### config.mk
export PLATFORM = sky130hd
export DESIGN_NAME = prt_ctrl
export DESIGN_NICKNAME = d
export VERILOG_FILES = /design/src/sv/prt_pkg.sv /design/src/sv/prt_ctrl.sv
export SDC_FILE = /design/constraint.sdc
export NUM_CORES = 1
export LEC_CHECK = 0
export BUFFER_PORTS_ARGS = -buffer_cell sky130_fd_sc_hd__buf_2
export CELL_PAD_IN_SITES_DETAIL_PLACEMENT = 0
export CELL_PAD_IN_SITES_GLOBAL_PLACEMENT = 2
export CORE_ASPECT_RATIO = 0.7
export CORE_MARGIN = 2
export CORE_UTILIZATION = 26
export CTS_CLUSTER_SIZE = 12
export DETAILED_ROUTE_END_ITERATION = 10
export PLACE_DENSITY = 0.81
export SYNTH_ARGS = -nofsm -noshare
export SYNTH_HDL_FRONTEND = slang
export SYNTH_SLANG_ARGS = --single-unit
### constraint.sdc
create_clock -name clk -period 4.2 [get_ports clk]
set_input_delay 0 -clock clk [delete_from_list [all_inputs] [get_ports clk]]
set_output_delay 0 -clock clk [all_outputs]
set_load 0.01 [all_outputs]
### src/sv/prt_pkg.sv
// Shared constants and types for the percentile rank tracker.
// Used by prt_ctrl, prt_datapath, prt_div and percentile_rank_tracker.
// No dependencies.
package prt_pkg;

    localparam int USER_SLOTS_DEF    = 131072;
    localparam int PAGE_SLOTS_DEF    = 1024;
    localparam int FRACTION_BITS_DEF = 20;

    localparam int USER_W = 17;
    localparam int PAGE_W = 10;

    localparam logic CMD_RECORD = 1'b0;
    localparam logic CMD_QUERY  = 1'b1;

    typedef enum logic [1:0] {
        RES_ZERO,
        RES_ONE,
        RES_QUOT
    } res_sel_t;

    // controller to datapath
    typedef struct packed {
        logic     clr_step;
        logic     capture;
        logic     prog_rd;
        logic     hist_rd_old;
        logic     hist_dec;
        logic     hist_rd_new;
        logic     rec_write;
        logic     scan_start;
        logic     scan_issue;
        logic     div_start;
        logic     res_load;
        res_sel_t res_sel;
    } prt_cmd_t;

    // datapath to controller
    typedef struct packed {
        logic clr_last;
        logic is_query;
        logic rec_ok;
        logic user_ok;
        logic mine_valid;
        logic mine_is_one;
        logic sole;
        logic scan_last;
        logic div_done;
    } prt_stat_t;

endpackage

### src/sv/prt_ctrl.sv
// Controller state machine: clearing pass, record and query sequences,
// result beat handshake. Depends on prt_pkg.
module prt_ctrl (
    input  logic                clk,
    input  logic                rst_n,
    input  logic                in_valid,
    output logic                in_ready,
    output logic                out_valid,
    input  logic                out_ready,
    input  prt_pkg::prt_stat_t  stat,
    output prt_pkg::prt_cmd_t   ctl
);
    import prt_pkg::*;

    typedef enum logic [3:0] {
        S_CLEAR,
        S_IDLE,
        S_PROG_RD,
        S_ROUTE,
        S_REC_DEC,
        S_REC_RDNEW,
        S_REC_INC,
        S_SCAN,
        S_SCAN_END,
        S_DIV_GO,
        S_DIV_WAIT,
        S_OUT
    } state_t;

    state_t   state_reg, state_next;
    logic     out_valid_reg, out_valid_next;
    res_sel_t res_sel_reg, res_sel_next;

    always_comb
    begin
        ctl            = '0;
        ctl.res_sel    = res_sel_reg;
        state_next     = state_reg;
        res_sel_next   = res_sel_reg;
        out_valid_next = out_valid_reg && !out_ready;
        unique case (state_reg)
            S_CLEAR:
            begin
                ctl.clr_step = 1'b1;
                if (stat.clr_last)
                    state_next = S_IDLE;
            end
            S_IDLE:
            begin
                if (in_valid)
                begin
                    ctl.capture = 1'b1;
                    state_next  = S_PROG_RD;
                end
            end
            S_PROG_RD:
            begin
                ctl.prog_rd = 1'b1;
                state_next  = S_ROUTE;
            end
            S_ROUTE:
            begin
                if (!stat.is_query)
                begin
                    if (stat.rec_ok)
                    begin
                        ctl.hist_rd_old = 1'b1;
                        state_next      = S_REC_DEC;
                    end
                    else
                        state_next = S_IDLE;
                end
                else if (!stat.user_ok || !stat.mine_valid)
                begin
                    res_sel_next = RES_ZERO;
                    state_next   = S_OUT;
                end
                else if (stat.sole)
                begin
                    res_sel_next = RES_ONE;
                    state_next   = S_OUT;
                end
                else
                begin
                    ctl.scan_start = 1'b1;
                    state_next     = stat.mine_is_one ? S_DIV_GO : S_SCAN;
                end
            end
            S_REC_DEC:
            begin
                ctl.hist_dec = 1'b1;
                state_next   = S_REC_RDNEW;
            end
            S_REC_RDNEW:
            begin
                ctl.hist_rd_new = 1'b1;
                state_next      = S_REC_INC;
            end
            S_REC_INC:
            begin
                ctl.rec_write = 1'b1;
                state_next    = S_IDLE;
            end
            S_SCAN:
            begin
                ctl.scan_issue = 1'b1;
                if (stat.scan_last)
                    state_next = S_SCAN_END;
            end
            S_SCAN_END:
                state_next = S_DIV_GO;
            S_DIV_GO:
            begin
                ctl.div_start = 1'b1;
                res_sel_next  = RES_QUOT;
                state_next    = S_DIV_WAIT;
            end
            S_DIV_WAIT:
            begin
                if (stat.div_done)
                    state_next = S_OUT;
            end
            S_OUT:
            begin
                // hold the result until the previous beat has gone
                if (!out_valid_reg || out_ready)
                begin
                    ctl.res_load   = 1'b1;
                    out_valid_next = 1'b1;
                    state_next     = S_IDLE;
                end
            end
            default:
                state_next = S_IDLE;
        endcase
    end

    always_ff @(posedge clk or negedge rst_n)
    begin
        if (!rst_n)
        begin
            state_reg     <= S_CLEAR;
            out_valid_reg <= 1'b0;
            res_sel_reg   <= RES_ZERO;
        end
        else
        begin
            state_reg     <= state_next;
            out_valid_reg <= out_valid_next;
            res_sel_reg   <= res_sel_next;
        end
    end

    assign in_ready  = state_reg == S_IDLE;
    assign out_valid = out_valid_reg;

    a_div_awaited: assert property (@(posedge clk) disable iff (!rst_n)
        stat.div_done |-> (state_reg == S_DIV_WAIT))
        else $error("divider finished outside its wait state");

    a_load_after_div: assert property (@(posedge clk) disable iff (!rst_n)
        ctl.res_load && (res_sel_reg == RES_QUOT) |-> $past(state_reg) == S_DIV_WAIT
            || $past(state_reg) == S_OUT)
        else $error("quotient loaded before division ended");

endmodule

# Yosys cells after proc, flatten, opt, wreduce, memory -nomap -nowiden
# Cells that the tools add are included.
totals:
  regBits: 7
  output_inout_bits: 15
  elab_cells: 67
op_classes:
  n_eq_ne: 18
  n_mux: 35
  n_reduce_logical: 11
op_table:
  columns: ["cell", "n"]
  rows:
  - ["$pmux W4 S11", 1]
  - ["$mux W4", 9]
  - ["$mux W1", 20]
  - ["$eq A4 B3 Y1 const B", 4]
  - ["$eq A4 B4 Y1 const B", 4]
  - ["$ne A2 B2 Y1 const B", 6]
  - ["$eq A4 B2 Y1 const B", 2]
  - ["$mux W2", 3]
  - ["$reduce_and A5 Y1", 1]
  - ["$eq A4 B1 Y1 const B", 1]
  - ["$logic_not A1 Y1", 4]
  - ["$logic_not A4 Y1", 1]
  - ["$pmux W2 S2", 1]
  - ["$mux W3", 1]
  - ["$ne A3 B3 Y1 const B", 1]
  - ["$reduce_and A3 Y1", 1]
  - ["$logic_or A1 B1 Y1", 2]
  - ["$reduce_bool A2 Y1", 1]
  - ["$logic_and A1 B1 Y1", 1]

# Depth between registers and ports, before layout
depth:
  word_depth: 5
  depth_mapped: 6

# Least setup slack after synthesis
# No wires, ideal clock.
synth_timing:
  kind: "flip-flop to flip-flop"
  start: "register state_reg[3]"
  end: "register state_reg[0]"
  t_arrival_ns: 1.491
  t_required_ns: 4.075
  path_slack_ns: 2.585
  path_stages_with_launch: 7
  path_cell_list: "dfrtp_1 > buf_6 > or2_1 > buf_6 > o32ai_1 > a21oi_1 > mux2_2"
synth_via:
  elab_chain_len: 3
synth_rtl:
  columns: ["element", "line", "text"]
  rows:
  - ["from (decl)", "prt_ctrl.sv:30", "state_t state_reg, state_next;"]
  - ["from (signal assigned)", "prt_ctrl.sv:148", "state_reg <= state_next;"]
  - ["$eq A4 B4 Y1, or another cell as far along", "prt_ctrl.sv:41", "unique case (state_reg)"]
  - ["$ne A2 B2 Y1 (no line)", null, null]
  - ["$reduce_and A5 Y1 (no line)", null, null]
# Several ways; a longest one is shown, not always the timed one.
# A chain may end at the register's enable or synchronous reset.

# Worst setup path after layout
layout_timing:
  start: "register state_reg[0]"
  end: "register state_reg[0]"
# Same word-level chain as after synthesis.

==> impl_metrics.env <==
export IMPL_status="finished, final reports clean"
export IMPL_r2r_start="state_reg[0]"
export IMPL_dp_hpwl_um=1137
export IMPL_worstSetupEndpointType="flip-flop"
export IMPL_largest_register_ffs=4
export IMPL_cts_made_buffers=3
export IMPL_track_usage_pct=12.22
export IMPL_required_ns=4.34
export IMPL_slew_viol_final=0
export IMPL_coreArea_mm2=0.002172
export IMPL_syn_to_final_growth_pct=25.99
export IMPL_boundaryPins=28
export IMPL_critical_path_max_fanout=15
export IMPL_vias=590
export IMPL_switching_share_pct=46.68
export IMPL_synth_fp_nets=87
export IMPL_clkSinkCount=7
export IMPL_p_total_mw=0.4843
export IMPL_globalRouteOverflowTotal=0
export IMPL_async_flop_share_pct=100.0
export IMPL_cts_tree="built"
export IMPL_yosys_area_top_type="dfrtp_1"
export IMPL_synthesis_area_um2=601.8
export IMPL_fin_crit_ns=1.801
export IMPL_seqPwrFrac_pct=32.7
export IMPL_fmax_mhz=555.4
export IMPL_fin_crit_sh_pct=42.87
export IMPL_fp_dieW_um=61.51
export IMPL_viasPerCell=4.436
export IMPL_p_sw_mw=0.2260
export IMPL_reg2reg_slack_ns=2.40
export IMPL_synthTopCellsByArea="dfrtp_1 29%, nor2_1 9.4%, or2b_2 5.8%"
export IMPL_final_setup_tns_ns=0
export IMPL_min_path_type="input port to flip-flop"
export IMPL_ys_dominant_reg_cell="dfrtp_1"
export IMPL_antenna_left=0
export IMPL_path_cells="mux2_2 -> o32ai_1 -> a21oi_1 -> mux2_2"
export IMPL_wire_per_inst_um=10.98
export IMPL_timing_hold_violations_final=0
export IMPL_p_leak_nw=0.3755
export IMPL_drive_above_1_share_pct=37.62
export IMPL_clock_skew_ns=0.002125
export IMPL_whs_ns=0.01785
export IMPL_numPortBuffers=27
export IMPL_clk_pin_slew_worst_paths_ns=0.05
export IMPL_ir_worst_vdd_mv=0.1733
export IMPL_grt_max_degree=16
export IMPL_max_stage_delay_ns=0.61
export IMPL_clock_latency_ns=0.26
export IMPL_cts_root_buf="clkbuf_4"
export IMPL_drc=0
export IMPL_p_clk_share_pct=13.0
export IMPL_min_to="res_sel_reg[0]"
export IMPL_die_area_mm2=0.002722
export IMPL_postCtsResizedCells=0
export IMPL_start_util_pct=27.71
export IMPL_synth_top_area_share_pct=29.11
export IMPL_max_slew_worst_pin_slew_ns=0.4379
export IMPL_cts_setup_buffers=0
export IMPL_htree_levels=1
export IMPL_hp_start="stat[5]"
export IMPL_setup_violations=0
export IMPL_crit_top_cell="mux2_2"
export IMPL_crit_path_start_kind="flip-flop"
export IMPL_synth_ff_latch_count=7
export IMPL_synth_avg_cell_area_um2=8.133
export IMPL_synth_edf_count=0
export IMPL_fin_util_pct=34.91
export IMPL_multi_input_area_um2=346.6
export IMPL_wl_um=1460
export IMPL_synth_cells=74
export IMPL_row_count=14
export IMPL_grt_pass1_wl_um=2394
export IMPL_antenna_found_initial=0
export IMPL_pwr_share_comb_pct=54.3
export IMPL_power_density_mw_per_mm2=638.7
export IMPL_grt_pass1_vias=553
export IMPL_maxCapViolCount=0
export IMPL_criticalPathCategory="flip-flop to flip-flop"
export IMPL_intPower_mw=0.2582
export IMPL_die_y_um=44.26
export IMPL_synth_distinct_cells=29
export IMPL_final_seq_area_um2=175.2
export IMPL_clock_path_buffers=2
export IMPL_dr_pass1_iters=4
export IMPL_slew_headroom_pct=70.81
export IMPL_finalNetCount=115
export IMPL_gp_congestion=0.8403
export IMPL_drt_iter0_drc=2
export IMPL_crit_arrival_ns=1.94
export IMPL_hold_depth=3
export IMPL_rsz0062_at_grt="no"
export IMPL_rr_worst_depth=4
export IMPL_ctsHoldBuffers=2
export IMPL_worst_path_max_delay_cell="dfrtp_1"
export IMPL_fill_cells=249
export IMPL_n_antenna_cell=0
export IMPL_ys_seq_area_share_pct=29.11
export IMPL_rr_endpoint="state_reg[0]"
export IMPL_yosys_warnings=0
[kinds of logic after synthesis]
group | share of synthesized area (%)
mux | 3.742
compound gates | 19.96
flops | 29.11
simple gates | 33.89
buf+inv | 13.30
[worst max-delay path: cells and delay by family, from the launching register on]
family / cells / cell delay [ns]
mux: 2 / 0.67
flops: 1 / 0.61
compound gates: 2 / 0.40
[synthesized netlist by cell type (4+ instances only)]
cell type	number
nand2_1	8
or2b_2	4
inv_1	4
dfrtp_1	7
nor2_1	15
a21oi_1	4
[power by group through the flow]
stage	Sequential (mW)	Clock, mW	Combinational, mW
floorplan	0.124	0	0.264
global placement	0.157	0	0.266
detailed placement	0.159	0	0.265
CTS	0.159	0.0659	0.268
global route	0.167	0.0715	0.292
finish	0.158	0.0628	0.263
[worst max path at each step]
stage | slack (ns) | cells past startpoint | start | end
after floorplan | 2.58 | 6 | state_reg[3] | state_reg[0]
after global placement | 2.46 | 4 | state_reg[0] | state_reg[0]
after detailed placement | 2.39 | 4 | state_reg[0] | state_reg[0]
after CTS | 2.39 | 4 | state_reg[0] | state_reg[0]
after global routing | 2.25 | 4 | state_reg[0] | state_reg[0]
final | 2.40 | 4 | state_reg[0] | state_reg[0]
[routing by layer]
metal	global-route usage, %	wire length, um	vias to the layer above
met3	5.556	94	0
met4	3.830	0	0
met2	16.42	608	19
met5	0	0	-
met1	17.32	757	258
li1	-	-	313
[cells in the final DEF, fill, tap and decap left out, types with 2 or more instances in the layout]
cell type      Yosys  routed
a211oi_1           2       2
a21oi_1            4       4
buf_2              0      27
clkbuf_4           0       3
dfrtp_1            7       7
dlygate4sd3_1      0       2
inv_1              4       4
mux2_2             2       2
nand2_1            8       8
nand2b_1           2       2
nand4b_1           2       2
nor2_1            15      15
nor3_1             2       2
o21ai_0            2       2
or2b_2             4       4
[final cells by class]
| class | instances | area share, % |
|---|---|---|
| repair buffers | 29 | 20.46 |
| clock buffers | 4 | 3.465 |
| flip-flops and latches | 7 | 23.10 |
| well taps | 32 | 5.281 |
| multi-input cells | 57 | 45.71 |
| inverters | 4 | 1.980 |
[stage by stage]
step	cell area [um^2]	setup WS (ns)	std cells
6_report	758.2	2.399	133
5_1_grt	758.2	2.246	133
4_1_cts	758.2	2.391	133
3_5_place_dp	711.9	2.393	127
3_3_place_gp	711.9	2.456	127
2_1_floorplan	601.8	2.585	74
(Power assumes the default switching activity.)
